### src/octr_pkg.sv
// Shared types, constants and reset values for the overcurrent trip/retry controller.
package octr_pkg;

    localparam int TIMER_WIDTH_DEF = 17;

    localparam int CUR_W      = 16;
    localparam int DELAY_W    = 16;
    localparam int LIMIT_W    = 8;
    localparam int SCALED_W   = 20;
    localparam int CFG_INDEX_W = 8;
    localparam int CFG_DATA_W  = 16;

    localparam int MARGIN_HIGH_NUM = 11;
    localparam int MARGIN_LOW_NUM  = 9;
    localparam int MARGIN_DEN      = 10;

    localparam logic [CUR_W-1:0]   MAX_CURRENT_RST = 16'd10000;
    localparam logic [DELAY_W-1:0] TRIP_DELAY_RST  = 16'd10;
    localparam logic [DELAY_W-1:0] RETRY_WAIT_RST  = 16'd1000;
    localparam logic [LIMIT_W-1:0] RETRY_LIMIT_RST = 8'd3;

    localparam logic [CFG_INDEX_W-1:0] REG_MAX_CURRENT = 8'd0;
    localparam logic [CFG_INDEX_W-1:0] REG_TRIP_DELAY  = 8'd1;
    localparam logic [CFG_INDEX_W-1:0] REG_RETRY_WAIT  = 8'd2;
    localparam logic [CFG_INDEX_W-1:0] REG_RETRY_LIMIT = 8'd3;

    typedef enum logic [1:0] {
        ST_IDLE   = 2'd0,
        ST_WAIT   = 2'd1,
        ST_TRYING = 2'd2,
        ST_FAIL   = 2'd3
    } state_t;

    typedef enum logic [1:0] {
        ACT_NONE  = 2'd0,
        ACT_OFF   = 2'd1,
        ACT_RETRY = 2'd2
    } action_t;

    typedef struct packed {
        logic [CUR_W-1:0]   max_current_ma;
        logic [DELAY_W-1:0] trip_delay_ms;
        logic [DELAY_W-1:0] retry_wait_ms;
        logic [LIMIT_W-1:0] retry_limit;
    } cfg_t;

endpackage

### src/octr_tick_if.sv
// Tick channel: one current sample and turn-on request per beat.
interface octr_tick_if;
    logic        valid;
    logic        ready;
    logic [15:0] current_ma;
    logic        turn_on;

    modport source (output valid, output current_ma, output turn_on, input ready);
    modport sink   (input valid, input current_ma, input turn_on, output ready);
endinterface

### src/octr_result_if.sv
// Result channel: controller state after each tick.
interface octr_result_if;
    logic       valid;
    logic       ready;
    logic [1:0] retry_state;
    logic       output_on;
    logic [1:0] drive_action;
    logic [7:0] retries_used;

    modport source (output valid, output retry_state, output output_on,
                    output drive_action, output retries_used, input ready);
    modport sink   (input valid, input retry_state, input output_on,
                    input drive_action, input retries_used, output ready);
endinterface

### src/octr_cfg_if.sv
// Configuration write channel: register index and write data.
interface octr_cfg_if;
    logic        valid;
    logic        ready;
    logic [7:0]  index;
    logic [15:0] data;

    modport source (output valid, output index, output data, input ready);
    modport sink   (input valid, input index, input data, output ready);
endinterface

### src/octr_step.sv
// Per-tick next-state logic: timer, overcurrent detect/cancel, trip and retry.
module octr_step #(
    parameter int TIMER_WIDTH = octr_pkg::TIMER_WIDTH_DEF
) (
    input  octr_pkg::cfg_t                 cfg,
    input  logic [octr_pkg::CUR_W-1:0]     current_ma,
    input  logic                           turn_on,
    input  octr_pkg::state_t               state,
    input  logic                           on_flag,
    input  logic [TIMER_WIDTH-1:0]         timer,
    input  logic [octr_pkg::LIMIT_W-1:0]   retry_cnt,
    output octr_pkg::state_t               state_next,
    output logic                           on_next,
    output logic [TIMER_WIDTH-1:0]         timer_next,
    output logic [octr_pkg::LIMIT_W-1:0]   retry_cnt_next,
    output octr_pkg::action_t              action
);
    import octr_pkg::*;

    logic [SCALED_W-1:0] scaled;
    logic [SCALED_W-1:0] limit_high;
    logic [SCALED_W-1:0] limit_low;

    assign scaled     = SCALED_W'(current_ma) * SCALED_W'(MARGIN_DEN);
    assign limit_high = SCALED_W'(cfg.max_current_ma) * SCALED_W'(MARGIN_HIGH_NUM);
    assign limit_low  = SCALED_W'(cfg.max_current_ma) * SCALED_W'(MARGIN_LOW_NUM);

    always_comb
    begin
        state_next     = state;
        on_next        = on_flag | turn_on;
        retry_cnt_next = retry_cnt;
        action         = ACT_NONE;
        // saturating tick count
        timer_next     = (timer != '1) ? timer + TIMER_WIDTH'(1) : timer;

        if (on_next && (scaled > limit_high) &&
            ((state_next == ST_IDLE) || (state_next == ST_TRYING)))
        begin
            timer_next = '0;
            state_next = ST_WAIT;
        end
        if ((state_next == ST_WAIT) && (scaled < limit_low))
        begin
            state_next     = ST_IDLE;
            retry_cnt_next = '0;
        end

        if ((state_next == ST_WAIT) && (32'(timer_next) > 32'(cfg.trip_delay_ms)))
        begin
            action     = ACT_OFF;
            on_next    = 1'b0;
            timer_next = '0;
            state_next = ST_TRYING;
        end
        if ((state_next == ST_TRYING) && (32'(timer_next) > 32'(cfg.retry_wait_ms)))
        begin
            if (retry_cnt_next < cfg.retry_limit)
            begin
                retry_cnt_next = retry_cnt_next + LIMIT_W'(1);
                action         = ACT_RETRY;
                on_next        = 1'b1;
                timer_next     = '0;
            end
            else
            begin
                state_next = ST_FAIL;
            end
        end
    end

endmodule

### src/overcurrent_trip_retry_controller.sv
// Top level of the overcurrent trip and auto-retry controller.
//
//   channel  dir  payload                                           beat when
//   tick     in   current_ma[15:0], turn_on                         valid & ready
//   result   out  retry_state[1:0], output_on, drive_action[1:0],   valid & ready
//                 retries_used[7:0]
//   cfg      in   index[7:0], data[15:0]                            valid & ready
//
// One tick beat per clock unless the result register stalls; a result
// passes the input register, then the result register. The per-tick
// update is one pass of compare and counter logic between the two registers.
// Reset clears the state, the timer, the retry count and restores register
// defaults. A stalled result register holds the tick register, which in turn
// drops tick ready; cfg is always ready.
module overcurrent_trip_retry_controller #(
    parameter int TIMER_WIDTH = octr_pkg::TIMER_WIDTH_DEF
) (
    input  logic          clk,
    input  logic          rst_n,
    octr_tick_if.sink     tick,
    octr_result_if.source result,
    octr_cfg_if.sink      cfg
);
    import octr_pkg::*;

    cfg_t                 cfg_reg;

    state_t               state_reg;
    logic                 on_reg;
    logic [TIMER_WIDTH-1:0] timer_reg;
    logic [LIMIT_W-1:0]   retry_cnt_reg;

    state_t               state_next;
    logic                 on_next;
    logic [TIMER_WIDTH-1:0] timer_next;
    logic [LIMIT_W-1:0]   retry_cnt_next;
    action_t              action;

    logic                 in_vld_reg;
    logic [CUR_W-1:0]     cur_reg;
    logic                 req_reg;

    logic                 out_vld_reg;
    state_t               res_state_reg;
    logic                 res_on_reg;
    action_t              res_action_reg;
    logic [LIMIT_W-1:0]   res_retries_reg;

    logic                 advance;

    // process the held tick when the result register is free or draining
    assign advance    = in_vld_reg && (!out_vld_reg || result.ready);
    assign tick.ready = !in_vld_reg || advance;
    assign cfg.ready  = 1'b1;

    always_ff @(posedge clk or negedge rst_n)
    begin
        if (!rst_n)
        begin
            cfg_reg.max_current_ma <= MAX_CURRENT_RST;
            cfg_reg.trip_delay_ms  <= TRIP_DELAY_RST;
            cfg_reg.retry_wait_ms  <= RETRY_WAIT_RST;
            cfg_reg.retry_limit    <= RETRY_LIMIT_RST;
        end
        else if (cfg.valid)
        begin
            case (cfg.index)
                REG_MAX_CURRENT: cfg_reg.max_current_ma <= cfg.data;
                REG_TRIP_DELAY:  cfg_reg.trip_delay_ms  <= cfg.data;
                REG_RETRY_WAIT:  cfg_reg.retry_wait_ms  <= cfg.data;
                REG_RETRY_LIMIT: cfg_reg.retry_limit    <= cfg.data[LIMIT_W-1:0];
                default:         ;
            endcase
        end
    end

    octr_step #(
        .TIMER_WIDTH (TIMER_WIDTH)
    ) u_step (
        .cfg            (cfg_reg),
        .current_ma     (cur_reg),
        .turn_on        (req_reg),
        .state          (state_reg),
        .on_flag        (on_reg),
        .timer          (timer_reg),
        .retry_cnt      (retry_cnt_reg),
        .state_next     (state_next),
        .on_next        (on_next),
        .timer_next     (timer_next),
        .retry_cnt_next (retry_cnt_next),
        .action         (action)
    );

    always_ff @(posedge clk or negedge rst_n)
    begin
        if (!rst_n)
        begin
            state_reg     <= ST_IDLE;
            on_reg        <= 1'b0;
            timer_reg     <= '0;
            retry_cnt_reg <= '0;
            in_vld_reg    <= 1'b0;
            out_vld_reg   <= 1'b0;
        end
        else
        begin
            if (tick.ready)
            begin
                in_vld_reg <= tick.valid;
            end
            if (advance)
            begin
                state_reg     <= state_next;
                on_reg        <= on_next;
                timer_reg     <= timer_next;
                retry_cnt_reg <= retry_cnt_next;
                out_vld_reg   <= 1'b1;
            end
            else if (result.ready)
            begin
                out_vld_reg <= 1'b0;
            end
        end
    end

    always_ff @(posedge clk)
    begin
        if (tick.valid && tick.ready)
        begin
            cur_reg <= tick.current_ma;
            req_reg <= tick.turn_on;
        end
        if (advance)
        begin
            res_state_reg   <= state_next;
            res_on_reg      <= on_next;
            res_action_reg  <= action;
            res_retries_reg <= retry_cnt_next;
        end
    end

    assign result.valid        = out_vld_reg;
    assign result.retry_state  = res_state_reg;
    assign result.output_on    = res_on_reg;
    assign result.drive_action = res_action_reg;
    assign result.retries_used = res_retries_reg;

    // only reset leaves the fail state
    a_fail_sticky: assert property (@(posedge clk) disable iff (!rst_n)
        state_reg == ST_FAIL |=> state_reg == ST_FAIL)
        else $error("fail state left without reset");

    a_off_means_off: assert property (@(posedge clk) disable iff (!rst_n)
        (out_vld_reg && res_action_reg == ACT_OFF) |->
        (!res_on_reg && res_state_reg == ST_TRYING))
        else $error("switch-off beat with output still on");

    a_retry_means_on: assert property (@(posedge clk) disable iff (!rst_n)
        (out_vld_reg && res_action_reg == ACT_RETRY) |->
        (res_on_reg && res_state_reg == ST_TRYING && res_retries_reg != '0))
        else $error("retry beat inconsistent with state");

    a_state_only_on_advance: assert property (@(posedge clk) disable iff (!rst_n)
        !advance |=> ($stable(state_reg) && $stable(retry_cnt_reg)))
        else $error("state changed without a processed tick");

endmodule
### src/flat_wrapper.sv
// flat-port wrapper written by rule: the top's interface ports become plain ports
module overcurrent_trip_retry_controller_flat import octr_pkg::*;
#(
    parameter int TIMER_WIDTH = octr_pkg::TIMER_WIDTH_DEF
)
  (clk, rst_n, tick_valid, tick_current_ma, tick_turn_on, tick_ready, result_valid, result_retry_state, result_output_on, result_drive_action, result_retries_used, result_ready, cfg_valid, cfg_index, cfg_data, cfg_ready);
  octr_tick_if tick_i ();
  octr_result_if result_i ();
  octr_cfg_if cfg_i ();
  input  logic clk;
  input  logic rst_n;
  input wire logic [$bits(tick_i.valid)-1:0] tick_valid;
  input wire logic [$bits(tick_i.current_ma)-1:0] tick_current_ma;
  input wire logic [$bits(tick_i.turn_on)-1:0] tick_turn_on;
  output wire logic [$bits(tick_i.ready)-1:0] tick_ready;
  output wire logic [$bits(result_i.valid)-1:0] result_valid;
  output wire logic [$bits(result_i.retry_state)-1:0] result_retry_state;
  output wire logic [$bits(result_i.output_on)-1:0] result_output_on;
  output wire logic [$bits(result_i.drive_action)-1:0] result_drive_action;
  output wire logic [$bits(result_i.retries_used)-1:0] result_retries_used;
  input wire logic [$bits(result_i.ready)-1:0] result_ready;
  input wire logic [$bits(cfg_i.valid)-1:0] cfg_valid;
  input wire logic [$bits(cfg_i.index)-1:0] cfg_index;
  input wire logic [$bits(cfg_i.data)-1:0] cfg_data;
  output wire logic [$bits(cfg_i.ready)-1:0] cfg_ready;
  assign tick_i.valid = tick_valid;
  assign tick_i.current_ma = tick_current_ma;
  assign tick_i.turn_on = tick_turn_on;
  assign tick_ready = tick_i.ready;
  assign result_valid = result_i.valid;
  assign result_retry_state = result_i.retry_state;
  assign result_output_on = result_i.output_on;
  assign result_drive_action = result_i.drive_action;
  assign result_retries_used = result_i.retries_used;
  assign result_i.ready = result_ready;
  assign cfg_i.valid = cfg_valid;
  assign cfg_i.index = cfg_index;
  assign cfg_i.data = cfg_data;
  assign cfg_ready = cfg_i.ready;
  overcurrent_trip_retry_controller #(.TIMER_WIDTH(TIMER_WIDTH)) u_core (.clk(clk), .rst_n(rst_n), .tick(tick_i), .result(result_i), .cfg(cfg_i));
endmodule
### config.mk
export PLATFORM = sky130hd
export DESIGN_NAME = overcurrent_trip_retry_controller_flat
export DESIGN_NICKNAME = d
export VERILOG_FILES = /design/src/octr_pkg.sv /design/src/octr_tick_if.sv /design/src/octr_result_if.sv /design/src/octr_cfg_if.sv /design/src/octr_step.sv /design/src/overcurrent_trip_retry_controller.sv /design/src/flat_wrapper.sv
export SDC_FILE = /design/constraint.sdc
export NUM_CORES = 1
export LEC_CHECK = 0
export ABC_AREA = 1
export BUFFER_PORTS_ARGS = -buffer_cell sky130_fd_sc_hd__buf_2
export CORE_MARGIN = 4
export CORE_UTILIZATION = 60
export CTS_CLUSTER_DIAMETER = 60
export DETAILED_ROUTE_END_ITERATION = 8
export GPL_ROUTABILITY_DRIVEN = 1
export HOLD_SLACK_MARGIN = 0.12
export PLACE_DENSITY = 0.86
export SLEW_MARGIN = 20
export SYNTH_ARGS = -nofsm -noshare
export SYNTH_HDL_FRONTEND = slang
export SYNTH_SLANG_ARGS = --single-unit
### constraint.sdc
create_clock -name clk -period 9.42 [get_ports clk]
set_clock_uncertainty 0.1 [all_clocks]
set_input_delay 1.413 -clock clk [delete_from_list [all_inputs] [get_ports clk]]
set_output_delay 1.413 -clock clk [all_outputs]
set_load 0.1 [all_outputs]
# Yosys cells after proc, flatten, opt, wreduce, memory -nomap -nowiden
# Index checks and enable logic that the tools add are counted.
# Widths: inputs -> output; s select.
# op_classes
eq_ne	8
reduce_logical	19
mul	3
n_mux	21
magnitude_cmp	5
add_sub_neg	2
bitwise_logic	1
# ops
operator	n
$mux 17	5
$mul 16x4->20 const B	2
$gt 17x16->1	2
$mux 8	3
$gt 20x20->1	1
$lt 20x20->1	1
$mul 16x3->19 const B	1
$add 17x1->17 const B	1
$ne 17x17->1 const B	1
$eq 8x2->1 const B	2
$mux 2	7
$add 8x1->8 const B	1
$eq 8x1->1 const B	1
$logic_not 8->1	1
$lt 8x8->1	1
$reduce_and 2->1	4
$logic_and 1x1->1	7
$mux 1	6
$eq 2x1->1 const B	2
$eq 2x2->1 const B	2
$logic_or 1x1->1	3
$logic_not 1->1	2
$logic_not 2->1	1
$reduce_bool 2->1	1
$or 1x1->1	1
# totals
input_bits	46
reg_bits	116
elab_cells	75
out_inout_bits	16

# Depth between registers and ports, before layout
# Gate-level depths: netlist of the first run.
# depth
ltp_word	14
ltp_mapped	64
mapped_depth_nobuf	60

# Hierarchy
# A second synthesis of the first run with hierarchy kept.
# hier_totals
hier_cells	1452
hier_area_um2	10936.7
# modules_own_cells
module	area_per_inst_um2	n_inst	cells_each	seq_area_each_um2
octr_step	6144.6	1	974	0.0
overcurrent_trip_retry_controller	4792.1	1	478	3071.7

# Worst setup path before layout of the first run
# No wires, ideal clock.
# synth_timing
path_kind	register to register
startpoint	reg u_core.cfg_reg[45] (netlist bit)
endpoint	reg u_core.res_retries_reg[6], in the netlist u_core.result.retries_used[6], data pin
setup_slack_ps	1196
stages_incl_launch_ff	63
required_time_ps	9065
period_less_slack_ps	8224
n_path_buf	4
arrival_time_ps	7870
setup_ps	255
path_cell_list	dfrtp_1 -> ha_1 -> inv_1 -> fa_1 -> inv_1 -> ha_1 -> inv_1 -> nor4_1 -> nand2_1 -> nand3_1 -> a21oi_1 -> o21ai_0 -> a21boi_0 -> o21ai_0 -> nand2_1 -> nand2_1 -> a21oi_1 -> ha_1 -> (+27 left out) -> inv_2 -> buf_2 -> nor3_1 -> ha_1 -> nand2_1 -> o21ai_0 -> nand2_1 -> nand4_1 -> a21boi_0 -> o21ai_0 -> a21o_1 -> nand2_1 -> nand2_2 -> nand2_2 -> nor2_4 -> buf_6 -> nand3_1 -> and2_1
# synth_via
elab_chain_len	14
elab_cells_between_ends	24
cone_classes	add/sub (1); mul (2); order compare (5); eq/ne (3); mux (8); reduce/logical (5)
# synth_rtl
item	line	source
start, declared	overcurrent_trip_retry_controller.sv:26	cfg_t cfg_reg;
parallel branches: the longest is 13 deep, another holds $mul 16x4->20	--	
$mux 8 (*)	octr_step.sv:56	if ((state_next == ST_TRYING) && (32'(timer_next) > 32'(cfg.retry_wait_ms)))
net u_core.retry_cnt_next[6]	overcurrent_trip_retry_controller.sv:36	logic [LIMIT_W-1:0] retry_cnt_next;
end signal, assigned	overcurrent_trip_retry_controller.sv:138	res_retries_reg <= retry_cnt_next;
end, declared	overcurrent_trip_retry_controller.sv:47	logic [LIMIT_W-1:0] res_retries_reg;
# Mark *: on every way through the listed nets, which the timed path passes.
# A chain may end at the register's enable or synchronous reset.

# Final worst setup path of the first run
# layout_timing
startpoint	reg u_core.cfg_reg[42] (netlist bit)
endpoint	reg u_core.res_retries_reg[2], in the netlist u_core.result.retries_used[2], data pin
# The elaborated chain is that of the path after synthesis.

==> out/qor.yml, run 1 <==
placed_design:
  place.gp.congestion: 0.9816
  dpl-instance-area_um2: 10510
  port-buffer-count: 60
  pre_cts_ws_ns: 0.7248
  dp_hpwl_mm: 17.57
  dpl.cell_count: 1511
sta:
  holdWs_ns: 0.3841
  fmax_mhz: 116.8
  setup_viol: 0
  slew_violations: 0
  rsz0062_at_grt: "no"
  period_minus_slack_ns: 8.558
  fin_ws_ns: 0.8617
  finalHoldViolations: 0
  tightestPinTransition_ns: 1.031
  setup_tns_ns: 0
  slew_headroom_pct: 31.07
  timing.final.crit_share_pct: 90.85
synth:
  avgSynthCellArea_um2: 8.011
  yosysMostFrequentCell: "nand2_1"
  synth_nets: 1481
  yosysWarnings: 0
  synth_cell_type_count: 56
  synth_commonest_cells: "261 x nand2_1, 217 x inv_1, 167 x ha_1, 91 x o21ai_0, 71 x dfrtp_1"
  synthFlopType: "dfrtp_1"
  synthArstFlopShare_pct: 74.14
  netlist_area_um2: 10030
  yosys.area.top_type: "ha_1"
  postSynthCellCount: 1252
  synth_area_leaders: "ha_1 21%, dfrtp_1 18%, nand2_1 9.8%"
  synth_edf_count: 30
  seq_area_frac_synth_pct: 30.63
  synth_seq_cells: 116
  synth_top_area_share_pct: 20.83
power_and_ir_drop:
  pwr-share-clk_pct: 31.1
  leakage_nw: 5.644
  p_sw_mw: 0.9040
  seqPwrFrac_pct: 28.5
  ir_drop_mv: 0.1745
  power.density_nw_per_um2: 190.2
  total_power_mw: 2.129
  switching_share_pct: 42.46
  comb_power_share_pct: 40.4
  intPower_mw: 1.225
grt:
  top_usage_layer: "met2"
  grt_util_met3_pct: 3.798
  grt-ovfl-total: 0
  grt_pass1_vias: 8305
  grt_util_met1_pct: 37.62
  grt_max_degree: 87
  grt_pass1_wl_mm: 39.60
  use_met2_pct: 41.17
  grt_usage_pct: 26.38
  antenna_found_initial: 0
drt:
  ant_nets: 0
  vias_per_cell: 5.546
  routed_wl_mm: 23.67
  vias: 8574
  drcViolationCount: 0
  drt_iter0_markers: 852
  firstDrtPassIters: 6
  wl_per_cell_um: 15.31
final_layout:
  fillerInstances: 1294
  largest_reg_flops: 56
  antenna_cells: 0
  fin_area_um2: 11190
  final_cells: 1546
  final_util_pct: 67.98
  area_growth_syn_to_layout_pct: 11.60
  drive_gt1_share_pct: 11.54
  fin_nets: 1542
worst_setup_path:
  cp_slowest_cell: "fa_1"
  worst_ep_required_time_ns: 9.51
  start_kind: "register"
  max_stage_delay_ns: 0.50
  critPathCaptureType: "register"
  path_class: "register to register"
  path_max_fanout: 25
  cp.arrival_ns: 8.65
  crit_path_frequent_cell: "nand2_1"
  reg2reg_slack_ns: 0.86
floorplan:
  boundaryPins: 62
  dieArea_um2: 18850
  initial_core_util_pct: 60.91
  dieWidth_um: 137.3
  placementRows: 47
  core_area_um2: 16470
  die_h_um: 137.3
clock_network:
  numCtsBuffers: 17
  clockBufferDepth: 2
  cts_tree: "built"
  clkLatencyLatePin_ns: 0.43
  htree_levels: 4
  cts-root-buf: "clkbuf_16"
  cts_sinks: 116
  clkTransAtPathRegs_ns: 0.07
worst_hold_path:
  hp-class: "register to register"
run_status:
  status: "finished clean"
run:
  cap_violations: 0
==> cell usage in the layout (no fill, tap or decap), types with 3 or more instances in the layout <==
master and n:
inv_2 6, inv_1 217, xor2_1 38, a21boi_0 5
buf_2 59, nand2_4 7, nand2_2 6, o21ai_1 12
ha_1 167, and2_1 7, edfxtp_1 30, a211oi_1 6
nor3_2 3, nor3_1 21, clkinv_4 3, clkbuf_16 17
a21o_1 3, nor4_1 7, o21bai_1 9, nor2_1 60
nand3_1 47, xnor2_1 7, nand2_1 261, nor4_2 4
o21ai_0 88, fa_1 16, inv_6 7, nor4_4 3
nor2_4 4, nand4_1 12, a21oi_1 69, nand3b_1 3
dfstp_2 15, dfrtp_1 71
==> worst max-delay path, delay by kind of cell, from the launching register on <==
kind                       cells  cell delay (ns)
AOI/OAI and AO/OA              8             1.42
xor gates and xnor gates       1             0.11
adders and majority gates      6             2.08
buffers and inverters          4             0.51
DFF                            1             0.46
and+or+nand+nor               38             3.62
==> layer usage <==
layer	wire (µm)	vias to the layer above	share of wire [%]
met5	0	-	0
li1	-	4231	-
met2	10650	347	45
met4	615	0	2.6
met3	1538	55	6.5
met1	10860	3941	46
==> layout make-up <==
class                           count  area [µm²]  area share [%]
Timing Repair Buffer               62       321.6           2.873
Clock inverter                     15       166.4           1.487
Inverter                          226       858.3           7.668
Clock buffer                       17       425.4           3.801
Tap cell                          220       275.3           2.459
Sequential cell                   116        3072           27.44
Multi-Input combinational cell    890        6075           54.27
==> cells by family after synthesis <==
family                   Yosys count  synth area share (%)
AO/OA/AOI/OAI                    204                 11.20
XOR/XNOR                          45                 3.930
adder cells (fa/ha/maj)          183                 24.03
buffers and inverters            247                 9.419
flip-flops                       116                 30.63
other                              1               0.03739
AND/OR/NAND/NOR                  456                 20.76
==> power groups by stage <==
stage | clock network, mW | logic, mW | registers [mW]
2_1_floorplan | 0 | 0.542 | 0.711
3_3_place_gp | 0 | 0.787 | 0.613
3_5_place_dp | 0 | 0.815 | 0.614
4_1_cts | 0.664 | 0.827 | 0.606
5_1_grt | 0.692 | 0.958 | 0.612
6_report | 0.663 | 0.860 | 0.606
==> timing repair <==
action	4_1_cts	5_1_grt
hold buffers	0	0
buffers inserted	0	2
resized for setup	0	15
setup endpoints to repair	0	38
==> path summary, 6_finish.rpt <==
kind                                    start                             to  depth (start not counted)
max reg2reg                u_core.cfg_reg[42]  u_core.result.retries_used[2]                         57
min in group asynchronous               rst_n        u_core.retry_cnt_reg[5]                          1
min                        u_core.cfg_reg[33]             u_core.cfg_reg[33]                          2
min reg2reg                u_core.cfg_reg[33]             u_core.cfg_reg[33]                          2
max in group asynchronous               rst_n            u_core.timer_reg[6]                          1
max                        u_core.cfg_reg[42]  u_core.result.retries_used[2]                         57
Power figures use the tool's default switching activity.
==> run 2: changes to the inputs <==
- PLACE_DENSITY: 0.86 -> 0.83
- RECOVER_POWER: unset -> 25
==> run 2 against run 1 <==
  * The flow now finishes with violations (capacitance limit, slew limit)
  * Global-route usage is 0.83 points lower
  * Clock power up 3%
  * Largest cell class unchanged
  * Combinational power down 2%
  * Power grew 0.12%
  * First-iteration DRC count shrank 9.6%
  * Register-to-register slack worse by 0.06 ns
  * Die area unchanged
  * Routed wire length is 1.6% lower
  * Via count shrank 1.2%
==> out/qor.yml, run 2 (same netlist as run 1, synthesis figures left out) <==
power_and_ir_drop:
  leakage_nw: 5.646  # about the same
  ir_drop_mv: 0.2191  # +26%
  power.density_nw_per_um2: 190.7  # +0.27%
  total_power_mw: 2.131  # +0.12%
worst_hold_path:
  hp-class: "register to register"
  whs_path_depth: 2  # unchanged
  hold_end: "u_core.retry_cnt_reg[6]"
  hold_path.startpoint: "u_core.retry_cnt_reg[6]"
drt:
  drcViolationCount: 0  # unchanged
  wl_per_cell_um: 15.06  # -1.6%
  firstDrtPassIters: 5  # -1
  ant_nets: 0  # unchanged
  vias_per_cell: 5.476  # -1.3%
  drt_iter0_markers: 770  # -9.6%
  routed_wl_mm: 23.30  # -1.6%
  vias: 8472  # -1.2%
sta:
  fin_ws_ns: 0.8047  # -0.05697 ns
  timing.final.crit_share_pct: 91.46  # +0.60 points
  finalHoldViolations: 0  # unchanged
  rsz0062_at_grt: "no"
  period_minus_slack_ns: 8.615  # +0.05697 ns
  slew_violations: 89  # +89
  fmax_mhz: 116.1  # -0.66%
  setup_viol: 0  # unchanged
  slew_headroom_pct: -69.59  # -100 points
  setup_tns_ns: 0  # unchanged
  tightestPinTransition_ns: 2.544  # +1.512 ns
grt:
  antenna_found_initial: 0  # unchanged
  grt-ovfl-total: 0  # unchanged
  grt_pass1_vias: 7890  # -5.0%
  grt_max_degree: 59  # -32%
  grt_pass1_wl_mm: 38.07  # -3.9%
  grt_usage_pct: 25.55  # -0.83 points
clock_network:
  cts-root-buf: "clkbuf_16"
  clockBufferDepth: 2  # unchanged
  postCtsHoldBufs: 0  # unchanged
  numCtsBuffers: 17  # unchanged
  clkLatencyLatePin_ns: 0.43  # about the same
  clkTransAtPathRegs_ns: 0.06  # about the same
  htree_levels: 4  # unchanged
  cts_sinks: 116  # unchanged
  cts_tree: "built"
run_status:
  status: "finished with violations"
  violations: "capacitance limit, slew limit"
final_layout:
  antenna_cells: 0  # unchanged
  final_util_pct: 67.87  # -0.11 points
  fin_nets: 1543  # +0.065%
  drive_gt1_share_pct: 11.38  # -0.16 points
  largest_reg_flops: 56  # unchanged
  fin_area_um2: 11180  # -0.16%
  final_cell_mix: "261 x nand2_1, 217 x inv_1, 167 x ha_1"
  final_common_cell: "nand2_1"
  fillerInstances: 1351  # +4.4%
  area_growth_syn_to_layout_pct: 11.43
floorplan:
  die_h_um: 137.3  # unchanged
  boundaryPins: 62  # unchanged
  placementRows: 47  # unchanged
  initial_core_util_pct: 60.91  # unchanged
  core_area_um2: 16470  # unchanged
  dieWidth_um: 137.3  # unchanged
  dieArea_um2: 18850  # unchanged
worst_setup_path:
  max_stage_delay_ns: 0.50  # about the same
  reg2reg_slack_ns: 0.80  # -0.06 ns
  path_class: "register to register"
  r2r_start: "u_core.cfg_reg[45]"
  crit_path_frequent_cell: "nand2_1"
  worst_ep_required_time_ns: 9.51  # about the same
  critPathCaptureType: "register"
  r2r_end: "u_core.result.retries_used[2]"
  reg2regPathDepth: 58  # +1.8%
  cp_slowest_cell: "fa_1"
  start_kind: "register"
  path_max_fanout: 25  # unchanged
  cp.arrival_ns: 8.70  # +0.05 ns
placed_design:
  port-buffer-count: 60  # unchanged
  place.gp.congestion: 0.9673  # -1.5%
  dp_hpwl_mm: 17.93  # +2.0%
  pre_cts_ws_ns: 0.7203  # -0.004525 ns
  dpl-instance-area_um2: 10520  # about the same
run:
  cap_violations: 2  # +2
## run 2: cell types whose count changed in the layout (fill, tap and decap cells not counted), sizes merged
| cell | before | now |
|---|---|---|
| bufinv | 2 | 3 |
| clkbuf | 17 | 20 |
| clkinv | 5 | 3 |
| clkinvlp | 2 | 3 |
| inv | 232 | 231 |
| nor2 | 66 | 65 |
## run 2: where the power goes
group	switching (mW)	internal, mW	leakage [nW]
sequential	0.0331	0.573	1.42
clock	0.263	0.419	0.288
combinational	0.586	0.257	3.94
total	0.883	1.25	5.65
## run 2: what timing repair did
| action | 4_1_cts | 5_1_grt |
|---|---|---|
| resized for setup | 0 | 9 |
| setup buffers | 0 | 3 |
| endpoints found under the setup margin | 0 | 33 |
## run 2: how the worst max path moves through the flow
stage | startpoint | to | depth (start not counted)
6_report | u_core.cfg_reg[45] | u_core.result.retries_used[2] | 58
5_1_grt | u_core.cfg_reg[43] | u_core.result.retries_used[6] | 58
4_1_cts | u_core.cfg_reg[43] | u_core.result.retries_used[2] | 58
3_5_place_dp | u_core.cfg_reg[43] | u_core.result.retries_used[7] | 58
3_3_place_gp | u_core.cfg_reg[42] | u_core.result.retries_used[6] | 58
2_1_floorplan | u_core.cfg_reg[45] | u_core.result.retries_used[6] | 62
## run 2: critical path, delay by kind of cell, from the launching register on
kind / cells / cell delay [ns]
AND/OR/NAND/NOR: 40 / 3.93
adder cells (fa/ha/maj): 6 / 2.11
AO/OA/AOI/OAI: 8 / 1.26
flip-flops: 1 / 0.45
buffers and inverters: 4 / 0.52
## run 2: per-stage QoR
step	hold slack [ns]	cells
2_1_floorplan	0.3488	1252
3_3_place_gp	0.3651	1512
3_5_place_dp	0.3649	1512
4_1_cts	0.3871	1544
5_1_grt	0.4047	1547
6_report	0.3868	1547
## run 2: metal layers
layer / wire, µm / part of all wire, % / up-vias / GRT usage (%)
met1: 10840 / 47 / 3931 / 36.24
met2: 10680 / 46 / 275 / 41.25
met5: 0 / 0 / - / 0
met4: 279 / 1.2 / 0 / 5.432
li1: - / - / 4239 / -
met3: 1495 / 6.4 / 27 / 4.419
## run 2: layout make-up
| type | count | area [µm²] | area share (%) |
|---|---|---|---|
| Timing Repair Buffer | 64 | 325.3 | 2.911 |
| Tap cell | 220 | 275.3 | 2.463 |
| Sequential cell | 116 | 3072 | 27.49 |
| Clock buffer | 18 | 429.2 | 3.840 |
| Multi-Input combinational cell | 889 | 6046 | 54.10 |
| Inverter | 226 | 855.8 | 7.658 |
| Clock inverter | 14 | 172.7 | 1.545 |
==> run 3: changes to the inputs <==
- ABC_AREA: 1 -> 0
==> run 3 against run 2 <==
  * The run still ends with capacitance limit, slew limit left
  * Worst hold slack better by 0.012 ns
  * Maximum frequency decreased by 4.0%
  * Power is 32% higher
  * Routed wire length decreased by 1.0%
  * Global-route usage up 0.53 points
  * Count of clock-buffer cells in the layout rose by 1
  * Largest cell class unchanged
  * Highest routed layer unchanged
==> out/qor.yml, run 3 <==
run_status:
  status: "finished with violations"
  violations: "capacitance limit, slew limit"
worst_setup_path:
  worst_ep_required_time_ns: 9.66  # +0.15 ns
  critPathCaptureType: "register"
  cp.arrival_ns: 9.21  # +0.51 ns
  path_class: "register to register"
  start_kind: "register"
  cp.depth: 35  # -40%
  crit_buf_inv: 2  # -2
  reg2regPathDepth: 35  # -40%
  path_max_fanout: 14  # -44%
  cp_slowest_cell: "or3b_2"
  max_stage_delay_ns: 0.50  # about the same
  path_delay_family: "compound AO/OA/AOI/OAI gates"
  crit_path_frequent_cell: "a21oi_1"
clock_network:
  clkLatencyLatePin_ns: 0.43  # about the same
  cts_tree: "built"
  cts-root-buf: "clkbuf_16"
  numCtsBuffers: 17  # unchanged
  htree_levels: 4  # unchanged
  clkTransAtPathRegs_ns: 0.06  # about the same
  clockBufferDepth: 2  # unchanged
  cts_sinks: 116  # unchanged
final_layout:
  final_common_cell: "ha_1"
  final_cell_mix: "167 x ha_1, 135 x inv_1, 79 x nand2_1"
  fin_nets: 1344  # -13%
  largest_reg_flops: 56  # unchanged
  antenna_cells: 0  # unchanged
  drive_gt1_share_pct: 16.31  # +4.9 points
  area_growth_syn_to_layout_pct: 13.09
grt:
  antenna_found_initial: 0  # unchanged
  grt_pass1_vias: 7989  # +1.3%
  grt_usage_pct: 26.07  # +0.53 points
  grt_max_degree: 87  # +47%
  grt_pass1_wl_mm: 38.43  # +0.92%
  grt-ovfl-total: 0  # unchanged
power_and_ir_drop:
  power.density_nw_per_um2: 252.5  # +32%
  pwr-share-clk_pct: 24.6  # -7.4 points
  comb_power_share_pct: 52.5  # +13 points
  intPower_mw: 1.613  # +29%
  p_sw_mw: 1.204  # +36%
  ir_drop_mv: 0.1711  # -22%
  total_power_mw: 2.818  # +32%
  seqPwrFrac_pct: 22.9  # -5.5 points
  switching_share_pct: 42.74  # +1.3 points
  leakage_nw: 5.461  # -3.3%
drt:
  vias_per_cell: 5.928  # +8.2%
  routed_wl_mm: 23.06  # -1.0%
  drt_iter0_markers: 519  # -33%
  wl_per_cell_um: 17.16  # +14%
  vias: 7967  # -6.0%
  drcViolationCount: 0  # unchanged
  firstDrtPassIters: 6  # +1
  ant_nets: 0  # unchanged
sta:
  slew_violations: 87  # -2.2%
  period_minus_slack_ns: 8.970  # +0.3549 ns
  fmax_mhz: 111.5  # -4.0%
  finalHoldViolations: 0  # unchanged
  timing.final.crit_share_pct: 95.22  # +3.8 points
  setup_viol: 0  # unchanged
  tightestPinTransition_ns: 4.566  # +2.022 ns
  holdWs_ns: 0.3993  # +0.01245 ns
  slew_headroom_pct: -204.4  # -130 points
run:
  cap_violations: 1  # -1
synth:
  synth_commonest_cells: "167 x ha_1, 135 x inv_1, 79 x nand2_1, 71 x dfrtp_1, 61 x o21ai_0"
  synth_nets: 1270  # -14%
  yosysMostFrequentCell: "ha_1"
  synthArstFlopShare_pct: 74.14  # unchanged
  seq_area_frac_synth_pct: 31.14  # +0.51 points
  synth_edf_count: 30  # unchanged
  netlist_area_um2: 9866  # -1.6%
  synth_top_area_share_pct: 21.18  # +0.35 points
  synthFlopType: "dfrtp_1"
  postSynthCellCount: 1041  # -17%
  avgSynthCellArea_um2: 9.477  # +18%
  yosysWarnings: 0  # unchanged
  synth_seq_cells: 116  # unchanged
  synth_area_leaders: "ha_1 21%, dfrtp_1 18%, edfxtp_1 9.1%"
  yosys.area.top_type: "ha_1"
  synth_cell_type_count: 77  # +38%
floorplan:
  initial_core_util_pct: 61.66  # +0.75 points
  dieArea_um2: 18560  # -1.5%
  core_area_um2: 16000  # -2.8%
  die_h_um: 136.2  # -0.77%
  boundaryPins: 62  # unchanged
  dieWidth_um: 136.2  # -0.77%
  placementRows: 46  # -2.1%
placed_design:
  dp_hpwl_mm: 17.28  # -3.6%
  port-buffer-count: 60  # unchanged
  place.gp.congestion: 0.9399  # -2.8%
worst_hold_path:
  whs_path_depth: 1  # -1
  hp-class: "register to register"
## run 3: cell type report
type / instances / area (µm²)
multi-input combinational: 769 / 6262
fill: 1191 / 4843
sequential: 116 / 3072
inverter: 135 / 506.7
clock buffer: 19 / 442.9
timing repair buffer: 76 / 422.9
tap: 216 / 270.3
clock inverter: 13 / 180.2
## run 3: power groups by stage
stage / sequential, mW / combinational (mW) / clock, mW
6_report: 0.646 / 1.48 / 0.693
5_1_grt: 0.654 / 1.64 / 0.725
4_1_cts: 0.645 / 1.43 / 0.695
3_5_place_dp: 0.652 / 1.41 / 0
3_3_place_gp: 0.651 / 1.36 / 0
2_1_floorplan: 0.733 / 1.01 / 0
## run 3: repair_timing
action	in CTS	in global routing
setup endpoints to repair	3	38
hold buffers	0	0
pin swaps	0	5
gates resized for setup	1	17
setup buffers	0	3
hold endpoints to repair	0	0
## run 3: layer usage
layer  GRT usage [%]  vias up  wire length [µm]
li1                -     3842                 -
met1           35.63     3783             10330
met2           41.36      274             10690
met3           4.293       68              1309
met4           10.69        0               728
met5               0        -                 0
## run 3: stage by stage
stage / cells / cell area, µm² / TNS (ns) / worst slack [ns] / util (%)
floorplan: 1041 / 9866 / 0 / 0.5138 / -
global placement: 1309 / 10440 / 0 / 0.3338 / 65.23
detailed placement: 1309 / 10440 / 0 / 0.1025 / 65.23
CTS: 1341 / 11060 / 0 / 0.03507 / 69.12
global route: 1344 / 11160 / -2.345 / -0.1469 / 69.73
finish: 1344 / 11160 / 0 / 0.4498 / 69.73
## run 3: worst paths after layout
| check | from | end | slack (ns) |
|---|---|---|---|
| max | u_core.cfg_reg[43] | u_core.timer_reg[0] | 0.45 |
| min | u_core.in_vld_reg | u_core.result.valid | 0.40 |
| max reg2reg | u_core.cfg_reg[43] | u_core.timer_reg[0] | 0.45 |
| min reg2reg | u_core.in_vld_reg | u_core.result.valid | 0.40 |
| max in group asynchronous | rst_n | u_core.cfg_reg[40] | 4.12 |
| min in group asynchronous | rst_n | u_core.timer_reg[8] | 2.50 |
## run 3: logic make-up (layout without fill, tap and decap cells)
logic type	Yosys count	after routing	share of synthesized area, %
DFF	116	116	31.14
xor gates and xnor gates	55	55	4.883
and+or+nand+nor	274	274	14.01
adders and majority gates	183	183	24.43
buffers and inverters	156	243	6.151
muxes	36	36	4.058
AOI/OAI and AO/OA	220	220	15.30
other	1	1	0.03801
